--- config.mk ---
export PLATFORM = sky130hd
export DESIGN_NAME = range_translation_cache
export DESIGN_NICKNAME = d
export VERILOG_FILES = /design/src/hw/rtl/rtc_pkg.sv /design/src/hw/rtl/rtc_table.sv /design/src/hw/rtl/range_translation_cache.sv
export SDC_FILE = /design/constraint.sdc
export NUM_CORES = 1
export LEC_CHECK = 0
export BUFFER_PORTS_ARGS = -buffer_cell sky130_fd_sc_hd__buf_2
export CORE_AREA = 2 2 252 254
export CTS_CLUSTER_SIZE = 25
export DETAILED_ROUTE_END_ITERATION = 8
export DIE_AREA = 0 0 254 256
export MAX_ROUTING_LAYER = met4
export PLACE_DENSITY = 0.84
export RECOVER_POWER = 50
export SLEW_MARGIN = 5
export SYNTH_ARGS = -nofsm -noshare
export SYNTH_HDL_FRONTEND = slang
export SYNTH_SLANG_ARGS = --single-unit
--- constraint.sdc ---
create_clock -name clk -period 21.3 [get_ports clk]
set_input_delay 5.325 -clock clk [delete_from_list [all_inputs] [get_ports clk]]
set_output_delay 5.325 -clock clk [all_outputs]
set_load 0.03 [all_outputs]
--- src/hw/rtl/rtc_pkg.sv ---
// ----------------------------------------------------------------------------
// rtc_pkg
// Types and codes shared by the range translation cache and its table.
// ----------------------------------------------------------------------------
package rtc_pkg;

    localparam int unsigned ADDR_W = 32;
    localparam logic [ADDR_W-1:0] RESET_DEFAULT_LENGTH = 32'd4096;

    typedef enum logic [1:0] {
        OP_LOOKUP = 2'd0,
        OP_INSERT = 2'd1,
        OP_CLEAR  = 2'd2
    } rtc_op_t;

    typedef struct packed {
        rtc_op_t           op;
        logic [ADDR_W-1:0] virt_addr;
        logic [ADDR_W-1:0] phys_base;
        logic [ADDR_W-1:0] range_length;
    } rtc_req_t;

    typedef struct packed {
        logic              hit;
        logic [ADDR_W-1:0] phys_addr;
        logic              dropped;
    } rtc_rsp_t;

    // One table slot
    typedef struct packed {
        logic [ADDR_W-1:0] virt_base;
        logic [ADDR_W-1:0] phys_base;
        logic [ADDR_W-1:0] length;
    } rtc_entry_t;

endpackage

--- src/hw/rtl/rtc_table.sv ---
// ----------------------------------------------------------------------------
// rtc_table
// Range table storage: one write port, one read port with registered data.
// ----------------------------------------------------------------------------
module rtc_table #(
    parameter int unsigned ENTRIES = 8,
    parameter int unsigned IDX_W   = 3
) (
    input  logic                clk,
    input  logic                wr_en,
    input  logic [IDX_W-1:0]    wr_addr,
    input  rtc_pkg::rtc_entry_t wr_entry,
    input  logic [IDX_W-1:0]    rd_addr,
    output rtc_pkg::rtc_entry_t rd_entry
);
    import rtc_pkg::*;

    rtc_entry_t mem [ENTRIES];
    rtc_entry_t rd_entry_reg;

    always_ff @(posedge clk)
    begin
        if (wr_en)
        begin
            mem[wr_addr] <= wr_entry;
        end
    end

    always_ff @(posedge clk)
    begin
        rd_entry_reg <= mem[rd_addr];
    end

    assign rd_entry = rd_entry_reg;

endmodule

--- src/hw/rtl/range_translation_cache.sv ---
// ----------------------------------------------------------------------------
// range_translation_cache
// Fully associative table of virtual-to-physical ranges, filled in order,
// searched lowest slot first by one shared subtract/compare/add unit.
// ----------------------------------------------------------------------------
//  channel | signals                     | direction | payload
//  --------+-----------------------------+-----------+------------------------
//  req     | req_valid, req_ready, req   | in        | op, virt_addr,
//          |                             |           | phys_base, range_length
//  rsp     | rsp_valid, rsp_ready, rsp   | out       | hit, phys_addr, dropped
//  cfg     | cfg_valid, cfg_ready, cfg_data | in     | default_length
//
// Insert and clear: the sequencer goes from idle straight to its done state.
// Lookup: slots compared are 0 on an empty table, else 1 up to the fill
// count, stopping at the first hit; one slot per cycle through the table
// read port and compare unit.
// Reset empties the table (fill count to zero) and restores default_length.
// A result waiting on rsp holds the sequencer in its done state; requests
// are taken again once the result moves to the output register.
// ----------------------------------------------------------------------------
module range_translation_cache #(
    parameter int unsigned ENTRIES = 8
) (
    input  logic              clk,
    input  logic              rst_n,
    input  logic              req_valid,
    output logic              req_ready,
    input  rtc_pkg::rtc_req_t req,
    output logic              rsp_valid,
    input  logic              rsp_ready,
    output rtc_pkg::rtc_rsp_t rsp,
    input  logic              cfg_valid,
    output logic              cfg_ready,
    input  logic [31:0]       cfg_data
);
    import rtc_pkg::*;

    localparam int unsigned IDX_W  = (ENTRIES > 1) ? $clog2(ENTRIES) : 1;
    localparam int unsigned FILL_W = $clog2(ENTRIES + 1);
    localparam logic [FILL_W-1:0] FILL_MAX = FILL_W'(ENTRIES);

    typedef enum logic [2:0] {
        S_IDLE = 3'b001,
        S_CMP  = 3'b010,
        S_DONE = 3'b100
    } state_t;

    state_t            state_reg, state_next;
    logic [FILL_W-1:0] fill_reg, fill_next;
    logic [IDX_W-1:0]  scan_idx_reg, scan_idx_next;
    logic [ADDR_W-1:0] dlen_reg;
    logic [ADDR_W-1:0] va_reg, va_next;
    rtc_rsp_t          res_reg, res_next;
    rtc_rsp_t          rsp_reg;
    logic              rsp_valid_reg;

    logic              req_fire;
    logic              wr_en;
    rtc_entry_t        wr_entry;
    logic [IDX_W-1:0]  rd_addr;
    rtc_entry_t        rd_entry;

    logic [ADDR_W:0]   diff;
    logic [ADDR_W-1:0] offset;
    logic              match;
    logic              last_slot;
    logic              rsp_load;

    rtc_table #(
        .ENTRIES (ENTRIES),
        .IDX_W   (IDX_W)
    ) u_table (
        .clk      (clk),
        .wr_en    (wr_en),
        .wr_addr  (fill_reg[IDX_W-1:0]),
        .wr_entry (wr_entry),
        .rd_addr  (rd_addr),
        .rd_entry (rd_entry)
    );

    assign req_ready = (state_reg == S_IDLE);
    assign req_fire  = req_valid && req_ready;
    assign cfg_ready = 1'b1;

    assign wr_en = req_fire && (req.op == OP_INSERT) && (fill_reg < FILL_MAX);
    assign wr_entry.virt_base = req.virt_addr;
    assign wr_entry.phys_base = req.phys_base;
    assign wr_entry.length    = (req.range_length != '0) ? req.range_length : dlen_reg;

    // Shared compare unit: borrow of va - base rejects addresses below the base.
    assign diff      = {1'b0, va_reg} - {1'b0, rd_entry.virt_base};
    assign offset    = diff[ADDR_W-1:0];
    assign match     = !diff[ADDR_W] && (offset < rd_entry.length);
    assign last_slot = ((FILL_W'(scan_idx_reg) + FILL_W'(1)) == fill_reg);

    // Read the slot that will be compared in the next cycle
    assign rd_addr = (state_reg == S_CMP) ? scan_idx_reg + IDX_W'(1) : '0;

    assign rsp_load = (state_reg == S_DONE) && (!rsp_valid_reg || rsp_ready);

    always_comb
    begin
        state_next    = state_reg;
        fill_next     = fill_reg;
        scan_idx_next = scan_idx_reg;
        va_next       = va_reg;
        res_next      = res_reg;
        case (state_reg)
            S_IDLE:
            begin
                if (req_fire)
                begin
                    va_next       = req.virt_addr;
                    scan_idx_next = '0;
                    res_next      = '0;
                    state_next    = S_DONE;
                    case (req.op)
                        OP_LOOKUP:
                        begin
                            if (fill_reg != '0)
                            begin
                                state_next = S_CMP;
                            end
                        end
                        OP_INSERT:
                        begin
                            if (fill_reg < FILL_MAX)
                            begin
                                fill_next = fill_reg + FILL_W'(1);
                            end
                            else
                            begin
                                res_next.dropped = 1'b1;
                            end
                        end
                        OP_CLEAR:
                        begin
                            fill_next = '0;
                        end
                        default:
                        begin
                        end
                    endcase
                end
            end
            S_CMP:
            begin
                if (match)
                begin
                    res_next.hit       = 1'b1;
                    res_next.phys_addr = rd_entry.phys_base + offset;
                    state_next         = S_DONE;
                end
                else if (last_slot)
                begin
                    state_next = S_DONE;
                end
                else
                begin
                    scan_idx_next = scan_idx_reg + IDX_W'(1);
                end
            end
            S_DONE:
            begin
                if (rsp_load)
                begin
                    state_next = S_IDLE;
                end
            end
            default:
            begin
                state_next = S_IDLE;
            end
        endcase
    end

    always_ff @(posedge clk or negedge rst_n)
    begin
        if (!rst_n)
        begin
            state_reg     <= S_IDLE;
            fill_reg      <= '0;
            dlen_reg      <= RESET_DEFAULT_LENGTH;
            rsp_valid_reg <= 1'b0;
        end
        else
        begin
            state_reg <= state_next;
            fill_reg  <= fill_next;
            if (cfg_valid && cfg_ready)
            begin
                dlen_reg <= cfg_data;
            end
            if (rsp_load)
            begin
                rsp_valid_reg <= 1'b1;
            end
            else if (rsp_ready)
            begin
                rsp_valid_reg <= 1'b0;
            end
        end
    end

    always_ff @(posedge clk)
    begin
        scan_idx_reg <= scan_idx_next;
        va_reg       <= va_next;
        res_reg      <= res_next;
        if (rsp_load)
        begin
            rsp_reg <= res_reg;
        end
    end

    assign rsp_valid = rsp_valid_reg;
    assign rsp       = rsp_reg;

    // ------------------------------------------------------------------------
    // Assertions
    // ------------------------------------------------------------------------
    a_fill_bound: assert property (@(posedge clk) disable iff (!rst_n)
        fill_reg <= FILL_MAX)
        else $error("fill count above table size");

    a_insert_fill: assert property (@(posedge clk) disable iff (!rst_n)
        (req_fire && req.op == OP_INSERT && fill_reg < FILL_MAX)
        |=> (fill_reg == $past(fill_reg) + FILL_W'(1)))
        else $error("insert did not advance fill count");

    a_hit_ends_scan: assert property (@(posedge clk) disable iff (!rst_n)
        (state_reg == S_CMP && match) |=> (state_reg == S_DONE && res_reg.hit))
        else $error("scan did not stop on first hit");

    a_hit_not_dropped: assert property (@(posedge clk) disable iff (!rst_n)
        rsp_valid |-> !(rsp.hit && rsp.dropped))
        else $error("result flags both hit and dropped");

endmodule
==> impl_metrics.yaml, run 1 <==
status:
  status: "finished with violations"
  violations: "capacitance limit, slew limit"
layout:
  nets: 3533
  largest_reg_flops: 768
  n_fill_cell: 3810
  area_growth_pct: 11.2
  drive_gt1_share_pct: 8.70
  layout_commonest_cell: "edfxtp_1"
  final_cell_mix: "871 x edfxtp_1, 479 x nand2_1, 365 x o21ai_0"
synth:
  synth_adder_area_share_pct: 3.06
  avgSynthCellArea_um2: 12.9
  synth_simple_gate_area_share_pct: 11.3
  yosysUniqueCellTypes: 74
  synth_top_family_by_area: "simple AND/OR/NAND/NOR gates"
  synth-main-ff-cell: "edfxtp_1"
  synth_edf_count: 871
  syn-num-nets: 3394
  syn_area_um2: 40900
  synth_xor_area_share_pct: 0.963
  syn-instance-count: 3160
  async_flop_share_pct: 3.97
  synth_compound_area_share_pct: 8.51
  ys_seq_elements: 1007
  ys_warn_count: 0
  synth.area.mux_share_pct: 2.74
  seq_area_frac_synth_pct: 71.1
sta:
  period_needed_ns: 10.89
  final_max_slew_viol_count: 629
  fin_tns_setup_ns: 0
  rsz0062_at_grt: "false"
  post-route-period-util_pct: 51.1
  hold_slack_ns: 0.419
  fin_skew_ns: 0.0253
  slew_headroom_pct: -263
  finalHoldViolCount: 0
  setup-violations-final: 0
  worst_pin_slew_ns: 5.44
  max_clock_freq_mhz: 91.8
detailed_routing:
  first_iter_violations: 3391
  vias: 26700
  routed_wl_um: 98500
  routedWlPerCell_um: 23.3
  drc: 0
  ant_nets: 0
  first_pass_iters: 6
  vias_per_cell: 6.30
placed_design:
  port_buffers: 170
  place_hpwl_um: 58400
  gp_congestion: 0.912
clocking:
  tritoncts: "yes"
  holdBufCountCts: 0
  clk_pin_slew_ns: 0.07
  clock_path_buffers: 3
  cts_resized: 0
  cts_buffers: 95
  numClockSinks: 1007
  cts_setup_buffers: 0
  cts_root_buffer: "clkbuf_16"
  h-tree-depth: 3
  clk_latency_ns: 0.67
power:
  power.share.clock_pct: 33.4
  power.switching_mw: 1.46
  peakVddDrop_mv: 0.0914
  leakagePower_nw: 16.4
  pwr-share-seq_pct: 46.3
  switching_share_pct: 29.0
  p_int_mw: 3.57
  pwr-share-comb_pct: 20.3
  power_per_cell_area_nw_per_um2: 111
min_path:
  hold_class: "register to register"
  min_path_cells: 0
worst_setup_path:
  reg2regPathDepth: 11
  critPathKind: "register to register"
  crit_path_frequent_cell: "o21ai_0"
  path_max_fanout: 123
  crit_slowest_cell: "clkinvlp_2"
  critical_path_required_ns: 21.77
  path_cells: "nor2_1 -> nand2_1 -> clkinv_1 -> clkbuf_1 -> nand2b_1 -> clkinvlp_2 -> clkbuf_1 -> mux2i_1 -> o21ai_0 -> o21ai_0 -> o21ai_0"
  cp-end-kind: "register"
  cpPeakStageDelay_ns: 4.95
  cp-start-kind: "register"
  crit_buf_inv: 4
  critPathArrivalTime_ns: 11.36
  worstSetupPathDepth: 11
  critical-path-top-delay-family: "buffers and inverters"
run:
  maxCapViolCount: 13
global_routing:
  grt_util_all_layers_pct: 31.4
  overflow: 0
  grt_pass1_vias: 26400
  grt_pass1_wl_um: 149000
  antenna_found_initial: 6
  grt_max_degree: 223
die:
  core_area_um2: 62400
  die_h_um: 256
  ios: 172
  die_x_um: 254
  die_area_um2: 65000
  initial_core_util_pct: 65.6
  rows: 92
worst reg2reg max path, cell delays in order, from the launching register on:
cell and delay (ns):
dfstp_1 0.59, nor2_1 0.09, nand2_1 0.09, clkinv_1 0.06, clkbuf_1 0.50, nand2b_1 1.43
clkinvlp_2 4.97, clkbuf_1 1.80, mux2i_1 0.31, o21ai_0 0.20, o21ai_0 0.11, o21ai_0 0.57
layer usage:
metal  global-route usage [%]  wire length, µm  vias to the layer above
li1                         -                -                    11900
met1                     41.7            37400                    12900
met2                     48.3            46900                     1650
met3                     5.17            10100                      266
met4                     13.6             4100                        0
met5                        -                0                        -
cell usage after synthesis (16+ instances only):
master    number  area share [%]
mux2_2        32            0.88
dfxtp_1       96             4.7
nor2_1       147             1.3
edfxtp_1     871              64
xor2_1        16            0.34
mux2i_1       76             1.9
clkbuf_1     129             1.2
nand3_1      329             4.0
inv_1         89            0.82
ha_1          97             3.0
a21o_1        74             1.4
xnor2_1       29            0.62
a21oi_1       57            0.70
dfrtp_1       38             2.3
buf_1         21            0.19
nor3_1        20            0.24
o21ai_0      359             4.4
nand2_1      479             4.4
worst paths after layout:
kind | from | to | slack (ns)
max in group asynchronous | rst_n | dlen_reg[5]$_DFFE_PN0P_ | 14.86
setup reg to reg | state_reg[0]$_DFFE_PN1P_ | u_table.rd_entry[32]$_DFF_P_ | 10.41
hold reg to reg | res_reg[11]$_DFFE_PP_ | rsp[11]$_DFFE_PP_ | 0.42
min in group asynchronous | rst_n | fill_reg[3]$_DFFE_PN0P_ | 5.26
hold / removal | res_reg[11]$_DFFE_PP_ | rsp[11]$_DFFE_PP_ | 0.42
setup / recovery | state_reg[0]$_DFFE_PN1P_ | u_table.rd_entry[32]$_DFF_P_ | 10.41
per-stage QoR:
stage / util [%] / area (µm²) / cells / worst slack, ns / power [mW]
3_5_place_dp: 68.3 / 42600 / 4048 / 12.26 / 3.37
2_1_floorplan: - / 40900 / 3160 / 7.93 / 3.04
5_1_grt: 72.9 / 45500 / 4231 / 9.68 / 5.20
3_3_place_gp: 68.3 / 42600 / 4048 / 12.38 / 3.32
6_report: 72.9 / 45500 / 4233 / 10.41 / 5.03
4_1_cts: 73.3 / 45700 / 4227 / 12.85 / 5.03
power by group through the flow:
stage                     sequential (mW)  combinational [mW]  clock, mW
after floorplan                      2.36               0.672          0
after global placement               2.36               0.956          0
after detailed placement             2.37                1.00          0
after CTS                            2.33                1.02       1.69
after global routing                 2.34                1.10       1.77
final                                2.33                1.02       1.68
cell type report:
type / instances / area, µm² / share of cell area, %
sequential: 1007 / 29100 / 63.9
multi-input combinational: 1900 / 10900 / 23.9
clock buffer: 126 / 2630 / 5.79
tap: 846 / 1060 / 2.33
timing repair buffer: 203 / 975 / 2.14
clock inverter: 53 / 503 / 1.11
inverter: 92 / 348 / 0.764
antenna: 6 / 15.0 / 0.0330
logic make-up after synthesis:
family                     after synthesis
DFF                                   1007
and+or+nand+nor                       1055
AOI/OAI and AO/OA                      592
other                                    1
buffers and inverters                  253
xor gates and xnor gates                45
muxes                                  108
adders and majority gates               99
Note: power is estimated with default switching activity, not from simulation.
==> inputs of run 2 (changes only) <==
CORE_AREA = 2 2 276 278   (was 2 2 252 254)
DIE_AREA = 0 0 278 280   (was 0 0 254 256)
PLACE_DENSITY = 0.75   (was 0.84)
clock period = 9.9 ns   (was 21.3 ns; I/O delays follow)
==> impl_metrics.yaml, run 2 (synthesized netlist as in run 1, its figures left out) <==
status:
  status: "finished with violations"
  violations: "capacitance limit, slew limit"
die:
  die_h_um: 280
  rows: 101
  core_area_um2: 75200
  die_area_um2: 77800
  initial_core_util_pct: 54.4
  die_x_um: 278
  ios: 172
global_routing:
  antenna_found_initial: 6
  grt_max_degree: 173
  grt_pass1_wl_um: 146000
  overflow: 0
  grt_util_all_layers_pct: 25.5
  grt_pass1_vias: 24400
detailed_routing:
  vias_per_cell: 5.82
  drc: 0
  routedWlPerCell_um: 22.1
  wl_met1_um: 41700
  highest_layer: "met4"
  ant_nets: 0
  routed_wl_um: 96400
  first_pass_iters: 5
  route.met3.wl_um: 6710
  first_iter_violations: 2738
  wl_met2_um: 45200
  vias: 25400
placed_design:
  place_ws_ns: 4.10
  gp_congestion: 0.943
  place_hpwl_um: 57000
  port_buffers: 170
power:
  power_per_cell_area_nw_per_um2: 236
  peakVddDrop_mv: 0.146
  leakagePower_nw: 16.5
sta:
  setup-violations-final: 0
  fin_tns_setup_ns: 0
  period_needed_ns: 7.40
  fin_skew_ns: 0.0231
  final_max_slew_viol_count: 310
  finalHoldViolCount: 0
  worst_pin_slew_ns: 3.07
  max_clock_freq_mhz: 135
  fin_ws_ns: 2.50
  slew_headroom_pct: -104
  post-route-period-util_pct: 74.7
  rsz0062_at_grt: "false"
layout:
  area_growth_pct: 12.0
  drive_gt1_share_pct: 8.95
  fin_util_pct: 61.0
  final_cell_mix: "871 x edfxtp_1, 479 x nand2_1, 360 x o21ai_0"
  largest_reg_flops: 768
  layout_commonest_cell: "edfxtp_1"
  nets: 3536
worst_setup_path:
  cp-start-kind: "register"
  cp-end-kind: "register"
  path_max_fanout: 56
  critPathKind: "register to register"
  critPathArrivalTime_ns: 7.92
  critical_path_required_ns: 10.42
clocking:
  numClockSinks: 1007
  h-tree-depth: 3
  cts_resized: 0
  cts_setup_buffers: 0
  clk_latency_ns: 0.66
  tritoncts: "yes"
  holdBufCountCts: 0
  cts_root_buffer: "clkbuf_16"
  clock_path_buffers: 3
  cts_buffers: 98
  clk_pin_slew_ns: 0.06
run:
  maxCapViolCount: 8
min_path:
  hold_class: "register to register"
## run 2: path summary, 6_finish.rpt
path	from	slack, ns	cells past startpoint	end
max in group asynchronous	rst_n	5.76	1	rsp_valid$_DFFE_PN0P_
hold / removal	res_reg[33]$_SDFFCE_PP1P_	0.42	0	rsp[33]$_DFFE_PP_
setup reg to reg	state_reg[0]$_DFFE_PN1P_	2.50	11	u_table.rd_entry[66]$_DFF_P_
hold reg to reg	res_reg[33]$_SDFFCE_PP1P_	0.42	0	rsp[33]$_DFFE_PP_
min in group asynchronous	rst_n	2.64	1	dlen_reg[3]$_DFFE_PN0P_
setup / recovery	state_reg[0]$_DFFE_PN1P_	2.50	11	u_table.rd_entry[66]$_DFF_P_
## run 2: final cells by class
cell class	instances	area, µm²
multi-input combinational	1900	11000
inverter	92	355
clock inverter	41	427
clock buffer	144	2780
fill	5611	29400
sequential	1007	29100
tap	978	1220
timing repair buffer	203	1000
antenna	5	12.5
## run 2: power by group
| group | internal, mW | leakage, nW | switching [mW] |
|---|---|---|---|
| Combinational | 0.748 | 5.81 | 1.41 |
| Sequential | 4.90 | 9.16 | 0.105 |
| Clock | 2.09 | 1.57 | 1.57 |
| Total | 7.74 | 16.5 | 3.08 |
## run 2: critical path, stage by stage, from the launching register on
cell      delay [ns]
dfstp_1         0.61
nor2_1          0.09
nand2_1         0.07
clkbuf_1        1.17
clkinv_1        0.40
clkbuf_1        0.49
nand2b_1        2.24
inv_4           0.93
buf_4           0.65
nand3_1         0.20
nand3_1         0.10
o21ai_0         0.23
## run 2: metal layers
metal | global-route usage, % | up-vias
li1 | - | 11900
met1 | 35.2 | 12500
met3 | 3.71 | 162
met5 | - | -
met4 | 8.23 | 0
met2 | 39.3 | 949
## run 2: metrics by stage
stage	cell area, µm²	total power, mW	std cells	hold WS (ns)
3_3_place_gp	42800	7.20	4180	0.403
6_report	45800	10.8	4370	0.417
5_1_grt	45800	11.3	4370	0.427
2_1_floorplan	40900	6.53	3160	0.400
4_1_cts	46000	10.9	4365	0.415
3_5_place_dp	42800	7.22	4180	0.405
